<file path="src/sv/ovl_pkg.sv">
`timescale 1ns / 1ps
`default_nettype none

package ovl_pkg;

   localparam int CAPACITY = 16;
   localparam int IDX_W    = (CAPACITY > 1) ? $clog2(CAPACITY) : 1;
   localparam int CNT_W    = $clog2(CAPACITY + 1);

   // operation codes
   localparam logic [1:0] FUNC_INSERT = 2'd0;
   localparam logic [1:0] FUNC_REMOVE = 2'd1;
   localparam logic [1:0] FUNC_QUERY  = 2'd2;

   // per-cycle command broadcast to every cell
   typedef struct packed {
      logic insert;   // shift toward the tail, head takes the new value
      logic remove;   // cells at or after the first match take the right neighbour
   } cell_ctrl_type;

endpackage

`default_nettype wire

</file>
<file path="src/sv/ovl_cell.sv">
`timescale 1ns / 1ps
`default_nettype none

module ovl_cell (
   input  wire                      clock,
   input  wire ovl_pkg::cell_ctrl_type ctrl,
   input  wire logic signed [31:0]  cmp_value,
   input  wire logic signed [31:0]  left_value,
   input  wire logic signed [31:0]  right_value,
   input  wire logic                cell_valid,
   input  wire logic                seen_in,
   output logic signed [31:0]       entry,
   output logic                     seen_out,
   output logic                     hit
);
   import ovl_pkg::*;

   logic signed [31:0] entry_ff;
   logic signed [31:0] entry_in;

   assign hit      = cell_valid && (entry_ff == cmp_value);
   assign seen_out = seen_in || hit;
   assign entry    = entry_ff;

   always_comb begin
      entry_in = entry_ff;
      if (ctrl.insert) begin
         entry_in = left_value;
      end else if (ctrl.remove && seen_out) begin
         entry_in = right_value;
      end
   end

   always_ff @(posedge clock) begin
      entry_ff <= entry_in;
   end

endmodule

`default_nettype wire

</file>
<file path="src/sv/ovl_encode.sv">
`timescale 1ns / 1ps
`default_nettype none

module ovl_encode (
   input  wire logic [ovl_pkg::CAPACITY-1:0] first_hit,
   output logic [ovl_pkg::IDX_W-1:0]         index
);
   import ovl_pkg::*;

   // one-hot to binary, or of the indices of set bits
   always_comb begin
      index = '0;
      for (int i = 0; i < CAPACITY; i++) begin
         if (first_hit[i]) begin
            index = index | IDX_W'(i);
         end
      end
   end

endmodule

`default_nettype wire

</file>
<file path="src/sv/ordered_value_list.sv">
// a transfer accepted into busy_ff executes, and its result strobe then comes from the result register
// a new transfer is accepted only while busy is low, so none is taken during the execute cycle of the cell row
// busy is high for the single execute cycle; results cannot be stalled by the receiver
// reset (synchronous, active high) empties the list and clears busy and the strobe
// stored values are not cleared: a cell only counts while its position is below the count
`timescale 1ns / 1ps
`default_nettype none

module ordered_value_list (
   input  wire logic               clock,
   input  wire logic               reset,
   input  wire logic               start,
   output logic                    busy,
   input  wire logic [1:0]         req_func,
   input  wire logic signed [31:0] req_item_value,
   output logic                    rsp_strobe,
   output logic                    rsp_found,
   output logic [3:0]              rsp_match_position,
   output logic [4:0]              rsp_entry_count,
   output logic                    rsp_status
);
   import ovl_pkg::*;

   // captured request
   logic                busy_ff;
   logic [1:0]          func_ff;
   logic signed [31:0]  value_ff;

   // list occupancy
   logic [CNT_W-1:0]    count_ff;
   logic [CNT_W-1:0]    count_in;

   // result register
   logic                rsp_strobe_ff;
   logic                rsp_found_ff;
   logic [3:0]          rsp_pos_ff;
   logic [4:0]          rsp_count_ff;
   logic                rsp_status_ff;

   // cell row wiring
   cell_ctrl_type       ctrl;
   logic signed [31:0]  entry  [CAPACITY];
   logic                seen   [CAPACITY+1];
   logic [CAPACITY-1:0] hit;
   logic [CAPACITY-1:0] first_hit;
   logic [IDX_W-1:0]    hit_index;

   logic                full;
   logic                is_insert;
   logic                is_lookup;
   logic                found;
   logic [31:0]         pos_wide;
   logic [31:0]         count_wide;

   assign busy       = busy_ff;
   assign full       = (count_ff == CNT_W'(CAPACITY));
   assign is_insert  = (func_ff == FUNC_INSERT);
   assign is_lookup  = (func_ff == FUNC_REMOVE) || (func_ff == FUNC_QUERY);

   // commands only act in the execute cycle
   assign ctrl = '{insert: busy_ff && is_insert && !full,
                   remove: busy_ff && (func_ff == FUNC_REMOVE)};

   // the chain: head takes the request value, tail holds its own entry on a remove
   assign seen[0] = 1'b0;

   for (genvar g = 0; g < CAPACITY; g++) begin : g_cell
      logic signed [31:0] left_value;
      logic signed [31:0] right_value;

      if (g == 0) begin : g_head
         assign left_value = value_ff;
      end else begin : g_body
         assign left_value = entry[g-1];
      end

      if (g == CAPACITY - 1) begin : g_tail
         assign right_value = entry[g];
      end else begin : g_inner
         assign right_value = entry[g+1];
      end

      ovl_cell u_cell (
         .clock       (clock),
         .ctrl        (ctrl),
         .cmp_value   (value_ff),
         .left_value  (left_value),
         .right_value (right_value),
         .cell_valid  (count_ff > CNT_W'(g)),
         .seen_in     (seen[g]),
         .entry       (entry[g]),
         .seen_out    (seen[g+1]),
         .hit         (hit[g])
      );

      // first match: hit here and no hit nearer the head
      assign first_hit[g] = hit[g] && !seen[g];
   end

   ovl_encode u_encode (
      .first_hit (first_hit),
      .index     (hit_index)
   );

   assign found = is_lookup && seen[CAPACITY];

   always_comb begin
      count_in = count_ff;
      if (ctrl.insert) begin
         count_in = count_ff + CNT_W'(1);
      end else if (ctrl.remove && found) begin
         count_in = count_ff - CNT_W'(1);
      end
   end

   // outputs wrap to the port widths
   assign pos_wide   = found ? 32'(hit_index) : 32'd0;
   assign count_wide = 32'(count_in);

   always_ff @(posedge clock) begin
      if (reset) begin
         busy_ff       <= 1'b0;
         count_ff      <= '0;
         rsp_strobe_ff <= 1'b0;
      end else begin
         rsp_strobe_ff <= busy_ff;
         if (busy_ff) begin
            busy_ff  <= 1'b0;
            count_ff <= count_in;
         end else if (start) begin
            busy_ff <= 1'b1;
         end
      end
   end

   // payload registers, no reset needed
   always_ff @(posedge clock) begin
      if (start && !busy_ff) begin
         func_ff  <= req_func;
         value_ff <= req_item_value;
      end
      if (busy_ff) begin
         rsp_found_ff  <= found;
         rsp_pos_ff    <= pos_wide[3:0];
         rsp_count_ff  <= count_wide[4:0];
         rsp_status_ff <= is_insert && full;
      end
   end

   assign rsp_strobe         = rsp_strobe_ff;
   assign rsp_found          = rsp_found_ff;
   assign rsp_match_position = rsp_pos_ff;
   assign rsp_entry_count    = rsp_count_ff;
   assign rsp_status         = rsp_status_ff;

   // a result only follows an execute cycle
   a_strobe_after_exec : assert property (@(posedge clock) disable iff (reset)
      rsp_strobe |-> $past(busy_ff))
      else $error("result strobe without execute cycle");

   // an accepted transfer always executes in the next cycle
   a_accept_exec : assert property (@(posedge clock) disable iff (reset)
      (start && !busy_ff) |=> busy_ff)
      else $error("accepted transfer did not execute");

   // occupancy never exceeds the row
   a_count_bound : assert property (@(posedge clock) disable iff (reset)
      count_ff <= CNT_W'(CAPACITY))
      else $error("entry count beyond capacity");

   // at most one first match
   a_first_hit : assert property (@(posedge clock) disable iff (reset)
      $onehot0(first_hit))
      else $error("more than one first match");

   // a dropped insert leaves a full list unchanged
   a_drop_full : assert property (@(posedge clock) disable iff (reset)
      (rsp_strobe && rsp_status) |-> (count_ff == CNT_W'(CAPACITY)))
      else $error("insert dropped while list not full");

endmodule

`default_nettype wire
</file>
<file path="config.mk">
export PLATFORM = sky130hd
export DESIGN_NAME = ordered_value_list
export DESIGN_NICKNAME = d
export VERILOG_FILES = /design/src/sv/ovl_pkg.sv /design/src/sv/ovl_cell.sv /design/src/sv/ovl_encode.sv /design/src/sv/ordered_value_list.sv
export SDC_FILE = /design/constraint.sdc
export NUM_CORES = 2
export LEC_CHECK = 0
export BUFFER_PORTS_ARGS = -buffer_cell sky130_fd_sc_hd__buf_2
export CAP_MARGIN = 20
export CORE_MARGIN = 4
export CORE_UTILIZATION = 44
export DETAILED_ROUTE_END_ITERATION = 8
export MAX_ROUTING_LAYER = met4
export PLACE_DENSITY = 0.67
export RECOVER_POWER = 50
export SYNTH_ARGS = -nofsm -noshare
export SYNTH_HDL_FRONTEND = slang
export SYNTH_SLANG_ARGS = --single-unit
</file>
<file path="constraint.sdc">
create_clock -name clock -period 4.5 [get_ports clock]
set_clock_uncertainty 0.05 [all_clocks]
set_input_delay 0.225 -clock clock [delete_from_list [all_inputs] [get_ports clock]]
set_output_delay 0.225 -clock clock [all_outputs]
set_load 0.02 [all_outputs]
</file>
## After elaboration in Yosys (flattened, before gate mapping)

Cells that the tools add are included.

| operators by class | value |
|---|---|
| $add $sub $neg | 2 |
| $mul | 0 |
| divide/modulo/power cells | 0 |
| order comparisons | 16 |
| equal/unequal tests | 19 |
| shift-type cells | 0 |
| multiplexer cells | 48 |
| bitwise gates (word level) | 0 |
| reduce and logical (&&, ||, !) cells | 103 |

Operators by type and width:

| kind | number |
|---|---|
| two-way mux 32 bit | 30 |
| == test 32 bit | 16 |
| logical AND 1 bit | 53 |
| greater-than comparator 5 x 4 -> 1 bit (second input constant) | 8 |
| two-way mux 4 bit | 8 |
| nonzero test 2 bit | 15 |
| greater-than comparator 5 x 3 -> 1 bit (second input constant) | 4 |
| zero test 1 bit | 17 |
| logical OR 1 bit | 16 |
| two-way mux 3 bit | 4 |
| greater-than comparator 5 x 1 -> 1 bit (second input constant) | 2 |
| greater-than comparator 5 x 2 -> 1 bit (second input constant) | 2 |
| two-way mux 5 bit | 2 |
| adder 5 x 1 -> 5 bit (second input constant) | 1 |
| == test 5 bit (second input constant) | 1 |
| subtractor 5 x 1 -> 5 bit (second input constant) | 1 |
| two-way mux 2 bit | 2 |
| == test 2 x 1 -> 1 bit (second input constant) | 1 |
| == test 2 bit (second input constant) | 1 |
| zero test 2 bit | 1 |
| two-way mux 1 bit | 2 |
| OR reduction 2 bit | 1 |

| word-level totals | value |
|---|---|
| register bits | 564 |
| bits in latches | 0 |
| memory bits (writable) | 0 |
| memory bits (read-only) | 0 |
| bits of input ports | 37 |
| output and inout bits | 13 |
| memories | 0 |

## Longest topological paths before layout

| depth | value |
|---|---|
| depth after elaboration | 21 |
| depth in mapped cells | 11 |
| gate-level depth less buffers | 10 |

## Modules after synthesis

A second synthesis with hierarchy kept.

| second synthesis, totals | value |
|---|---|
| cell total of the unflattened synthesis | 2117 |
| area, all modules | 30294.1 um^2 |

Modules (own cells, without submodules):

| module | times used | cells an instance | area an instance (um^2) | seq. area each (um^2) |
|---|---|---|---|---|
| ovl_cell | 16 | 122 | 1754.2 | 960.9 |
| ordered_value_list | 1 | 154 | 2162.1 | 1491.4 |
| ovl_encode | 1 | 11 | 65.1 | 0.0 |

## Least setup slack after synthesis

No wires, ideal clock.

| timing | value |
|---|---|
| path type | register -> register |
| from | register value_ff[31] (netlist: g_cell[0].left_value[31]) |
| to | register g_cell[11].u_cell.entry_ff[0], enable pin |
| library setup time | 0.466 ns |
| data arrival time | 4.338 ns |
| data required time | 3.984 ns |
| slack | -0.354 ns |
| stages on the path, launching flop included | 12 |
| buffers on the path | 3 |
| period minus slack after synthesis | 4.854 ns |
| path through | edfxtp_1 -> buf_6 -> buf_4 -> xnor2_1 -> nand4_1 -> nor4_1 -> o2111ai_1 -> nand4_1 -> clkbuf_1 -> or2_2 -> nor2_1 -> o21ai_0 |

| between the ends | value |
|---|---|
| longest elaborated chain between the ends | 15 |
| elaborated cells on any way between the ends | 37 |
| those cells by class | eq/ne: 12; reduce/logical: 25 |

RTL lines:

| what | line | RTL |
|---|---|---|
| from (decl) | ordered_value_list.sv:27 | `logic signed [31:0] value_ff;` |
| from (signal assigned) | ordered_value_list.sv:140 | `value_ff <= req_item_value;` |
| == test 32 bit | ovl_cell.sv:21 | `assign hit = cell_valid && (entry_ff == cmp_value);` |
| logical AND 1 bit | ovl_cell.sv:21 |  |
| logical OR 1 bit (10 in a row) | ovl_cell.sv:22 | `assign seen_out = seen_in \|\| hit;` |
| logical OR 1 bit * | ovl_cell.sv:22 |  |
| logical AND 1 bit * | ovl_cell.sv:29 | `end else if (ctrl.remove && seen_out) begin` |
| nonzero test 2 bit (no line) * | n/a |  |
| to (signal assigned) | ovl_cell.sv:35 | `entry_ff <= entry_in;` |
| to (decl) | ovl_cell.sv:18 | `logic signed [31:0] entry_ff;` |

Every way passes the cells marked *; elsewhere a longest branch is shown, timed or not.
A chain may end at the register's enable or synchronous reset.

## Final worst setup path

| timing | value |
|---|---|
| from | register value_ff[19] (netlist: g_cell[0].left_value[19]) |
| to | register g_cell[2].u_cell.entry_ff[15], enable pin |

| between the ends | value |
|---|---|
| longest elaborated chain between the ends | 6 |
| elaborated cells on any way between the ends | 10 |
| those cells by class | eq/ne: 3; reduce/logical: 7 |

RTL lines:

| what | line |
|---|---|
| == test 32 bit | ovl_cell.sv:21 |
| logical AND 1 bit | ovl_cell.sv:21 |
| logical OR 1 bit | ovl_cell.sv:22 |
| logical OR 1 bit * | ovl_cell.sv:22 |
| logical AND 1 bit * | ovl_cell.sv:29 |
| nonzero test 2 bit (no line) * | n/a |
| to (signal assigned) | ovl_cell.sv:35 |
| to (decl) | ovl_cell.sv:18 |

Marks and branches as above.

==> results.md <==
- The run finished, with violations left.
- The final reports fail on max-capacitance violations, max-slew violations.
- The post-DP HPWL is 73600 um.
- The actual slew at the worst max-slew pin is 2.97 ns.
- The fraction of layout cells with a size suffix above 1 is 0.0592.
- The worst hold slack after final layout is 0.259 ns.
- For this run, the slowest stage of the critical path takes 1.44 ns.
- The clock passes through at most 3 buffers.
- Counting flops and latches in the post-synthesis netlist gives 564.
- The critical path depth in cells is 6.
- In the routed design, unresolved DRC markers number 0.
- The count of max-cap constraint violations is 4.
- After synthesis, the mean cell area works out to 9.83 um^2.
- In this design, the critical path's most frequently occurring cell is sky130_fd_sc_hd__nand4_1.
- Row generation in the floorplan step produced 95 rows.
- The cell type of the slowest stage on the worst timing path is sky130_fd_sc_hd__o21bai_1.
- The number of clock buffers added by TritonCTS is 57.
- The wire length of the first global-routing pass is 147000 um.
- The cell area after technology mapping is 29800 um^2.
- From left edge to right edge, the die measures 268 um.
- The count of cells along the worst hold path is 2.
- The critical path launch point type is a flop.
- The filler cell count is 6068.
- In this run the tool buffered the top-level ports with 49 buffer cells.
- The number of antenna-violating nets in the routed design is 0.
- The critical path goes through xnor2_1 -> nand4_1 -> nor4_1 -> nand4_1 -> o21bai_1 -> buf_4.
- Compared with the post-synthesis result, the final layout area differs by 11.0%.
- Setup repair after global routing left no endpoint under its margin.
- Dividing total power by cell area gives a power density of 352 nW/um^2.
- The DRC marker count from the first detailed-route iteration is 3630.
- The path type of the worst min-delay path is in2reg.
- The setup path with the least slack is of type reg2reg.
- The aggregate negative setup slack is 0 ns.
- CTS placed an instance of sky130_fd_sc_hd__clkbuf_16 at the clock tree root.
- The region available for standard cell placement spans 67200 um^2.
- The register clock-pin slew on the reported worst setup and hold paths is 0.06 ns.
- Once layout is done, the placed cells without fillers occupy 33100 um^2.
- The worst-case IR drop observed on VDD is 310 uV.
- STA puts the critical path data required time at 4.74 ns.
- The effective utilization at floorplan is 0.444.
- The buffers plus inverters on the worst setup path is 1.
- The proportion of synthesized flip-flops having asynchronous set or reset is 0.
- The post-CTS resize count is 0.
- The number of global-route vias before repair is 21113.
- The global-route usage over all layers is 0.291.
- The post-cts hold buffer count is 35.
- The area of the die is 71900 um^2.
- After detailed routing, the number of vias per cell comes to 5.70.
- In this run the static leakage power is 12.7 nW.
- The clock sink count is 564.
- The final clock period utilization by the worst path is 0.943.
- The prevailing post-synth register cell is sky130_fd_sc_hd__edfxtp_1.
- The routed design has 104000 um of wire.
- The number of flops mapped to enable cells by yosys is 557.
- The via total after detailed routing is 22725.
- The distinct cell type count of the synthesized netlist is 51.
- Entering global routing, the biggest net connects 150 pins.
- The cell area reported after detailed placement is 31100 um^2.
- The number of failing hold endpoints at the final stage was 0.
- For this run the aggregate overflow at the end of global routing stands at 0.
- The fraction of the core area covered by cells at the end of the flow is 0.492.
- The maximum fanout encountered on the critical timing path is 21.
- The shortest clock period the worst path allows after layout is 4.24 ns.
- The total design power is 11.6 mW.
- Setup violations remaining at the end of the flow were counted as 0.
- The worst register-to-register path has a depth of 6.
- The gate count of the mapped netlist is 3030.
- Data arrives at the worst endpoint at 4.48 ns.
- The source-to-sink clock delay at the later pin of the worst-skew pair is 0.65 ns.
- The share of the yosys chip area belonging to registers is 0.566.
- The number of top-level design ports is 50.
- The number of antenna violations at the first check in global routing is 7.
- The count of TritonRoute iterations in the first routing pass is 5.
- The achievable frequency is 236 MHz.
- The count of yosys warnings during synthesis is 0.
- The number of pins with negative max-slew slack in the final report came to 271.
- The routability congestion estimate is 0.963.
- The number of buffers added for setup after CTS is 0.
- Broken down by cell family, the worst path's largest delay share belongs to compound AO/OA/AOI/OAI gates.
- The H-tree was split into 2 levels.
- The worst pin sits at a relative slew slack of -0.984.
- The floorplan step set the die height to 268 um.
- STA classifies the critical path endpoint as a flop.
- TritonCTS built the clock tree.
- The final-stage net count is 3112.
- The routed length per placed instance is 26.1 um.
- The total nets after synthesis is 3075.
==> flip-flops by register name (all words and copies together) (netlist names) <==
name / flops
g_cell.u_cell.entry: 512
rsp_match_position: 4
rsp_status: 1
rsp_found: 1
rsp_strobe: 1
func_ff: 2
count_ff: 5
g_cell.left_value: 32
busy: 1
rsp_entry_count: 5
==> cells in the final DEF, fill, tap and decap left out, types with 3 or more instances in the layout <==
cell type and count:
sky130_fd_sc_hd__nand2_1 1466, sky130_fd_sc_hd__edfxtp_1 557, sky130_fd_sc_hd__xnor2_1 311, sky130_fd_sc_hd__xor2_1 204, sky130_fd_sc_hd__nand4_1 89, sky130_fd_sc_hd__nor4_1 62
sky130_fd_sc_hd__clkbuf_1 59, sky130_fd_sc_hd__clkbuf_16 58, sky130_fd_sc_hd__buf_4 53, sky130_fd_sc_hd__dlygate4sd3_1 35, sky130_fd_sc_hd__nor2_1 18, sky130_fd_sc_hd__nor3_1 18
sky130_fd_sc_hd__buf_12 15, sky130_fd_sc_hd__nand3_1 14, sky130_fd_sc_hd__o21ai_0 10, sky130_fd_sc_hd__inv_1 9, sky130_fd_sc_hd__buf_2 9, sky130_fd_sc_hd__ha_1 8
sky130_fd_sc_hd__clkinv_2 8, sky130_fd_sc_hd__a21oi_1 7, sky130_fd_sc_hd__or3_1 7, sky130_fd_sc_hd__dfxtp_1 7, sky130_fd_sc_hd__clkbuf_8 6, sky130_fd_sc_hd__clkinv_1 6
sky130_fd_sc_hd__o21ai_2 5, sky130_fd_sc_hd__clkbuf_2 5, sky130_fd_sc_hd__and2_1 4, sky130_fd_sc_hd__nor2b_1 4, sky130_fd_sc_hd__diode_2 3, sky130_fd_sc_hd__and3_1 3
sky130_fd_sc_hd__a31oi_1 3, sky130_fd_sc_hd__o21ai_4 3, sky130_fd_sc_hd__or2_2 3, sky130_fd_sc_hd__mux2_1 3, sky130_fd_sc_hd__bufinv_16 3, sky130_fd_sc_hd__clkbuf_4 3
==> power breakdown <==
group,switching [mW],internal [mW]
clock,2.07,2.62
sequential,0.146,5.87
combinational,0.602,0.323
total,2.82,8.81
==> cell type report <==
class / count / area (um^2) / share of cell area
clock buffers: 83 / 1610 / 0.0485
inverters: 10 / 45.0 / 0.00136
multi-input cells: 2274 / 12000 / 0.363
clock inverters: 18 / 169 / 0.00511
diodes: 3 / 7.51 / 0.000227
repair buffers: 160 / 1290 / 0.0390
flip-flops and latches: 564 / 16900 / 0.510
well taps: 873 / 1090 / 0.0330
==> routing by layer <==
layer | wire [um] | track usage
met5 | 0 | -
met4 | 5280 | 0.124
met3 | 11300 | 0.0624
met2 | 45900 | 0.425
met1 | 41600 | 0.394
==> metrics by stage <==
stage                     instances  setup slack [ns]
after CTS                      3982             0.473
after detailed placement       3846             0.484
after global placement         3846             0.421
final                          3985             0.256
after global routing           3985             0.136
after floorplan                3030             0.297
==> synth_stat cells, types with 2 or more instances <==
cell type / instances / area share
sky130_fd_sc_hd__nand2_1: 1466 / 0.18
sky130_fd_sc_hd__edfxtp_1: 557 / 0.56
sky130_fd_sc_hd__xnor2_1: 311 / 0.091
sky130_fd_sc_hd__xor2_1: 204 / 0.060
sky130_fd_sc_hd__clkbuf_1: 113 / 0.014
sky130_fd_sc_hd__nand4_1: 89 / 0.019
sky130_fd_sc_hd__nor4_1: 62 / 0.013
sky130_fd_sc_hd__buf_4: 59 / 0.015
sky130_fd_sc_hd__nor2_1: 18 / 0.0023
sky130_fd_sc_hd__nor3_1: 18 / 0.0030
sky130_fd_sc_hd__o21ai_0: 18 / 0.0030
sky130_fd_sc_hd__nand3_1: 15 / 0.0025
sky130_fd_sc_hd__inv_1: 9 / 0.0011
sky130_fd_sc_hd__ha_1: 8 / 0.0034
sky130_fd_sc_hd__a21oi_1: 7 / 0.0012
sky130_fd_sc_hd__dfxtp_1: 7 / 0.0047
sky130_fd_sc_hd__or3_1: 7 / 0.0015
sky130_fd_sc_hd__buf_6: 6 / 0.0023
sky130_fd_sc_hd__and2_1: 4 / 0.00084
sky130_fd_sc_hd__buf_2: 4 / 0.00067
sky130_fd_sc_hd__nor2b_1: 4 / 0.00084
sky130_fd_sc_hd__a31oi_1: 3 / 0.00063
sky130_fd_sc_hd__and3_1: 3 / 0.00063
sky130_fd_sc_hd__mux2_1: 3 / 0.0011
sky130_fd_sc_hd__or2_2: 3 / 0.00063
sky130_fd_sc_hd__a21o_1: 2 / 0.00050
sky130_fd_sc_hd__a311oi_1: 2 / 0.00059
sky130_fd_sc_hd__a31oi_4: 2 / 0.0014
sky130_fd_sc_hd__nand4_4: 2 / 0.0014
sky130_fd_sc_hd__nor4_2: 2 / 0.00084
sky130_fd_sc_hd__o2111ai_1: 2 / 0.00059
==> cells by family after synthesis <==
group | synth area share
simple gates | 0.234
flops | 0.566
xor+xnor | 0.151
buf+inv | 0.0333
compound gates | 0.0111
fa+ha+maj | 0.00336
mux | 0.00113
==> worst paths after layout <==
kind / slack, ns / from / end
max: 0.26 / g_cell[0].left_value[19] / g_cell[2].u_cell.entry[15]
max reg2reg: 0.26 / g_cell[0].left_value[19] / g_cell[2].u_cell.entry[15]
min reg2reg: 0.47 / g_cell[14].u_cell.entry[1] / g_cell[15].u_cell.entry[1]
min: 0.26 / req_item_value[11] / g_cell[0].left_value[11]
(Power assumes the default switching activity.)
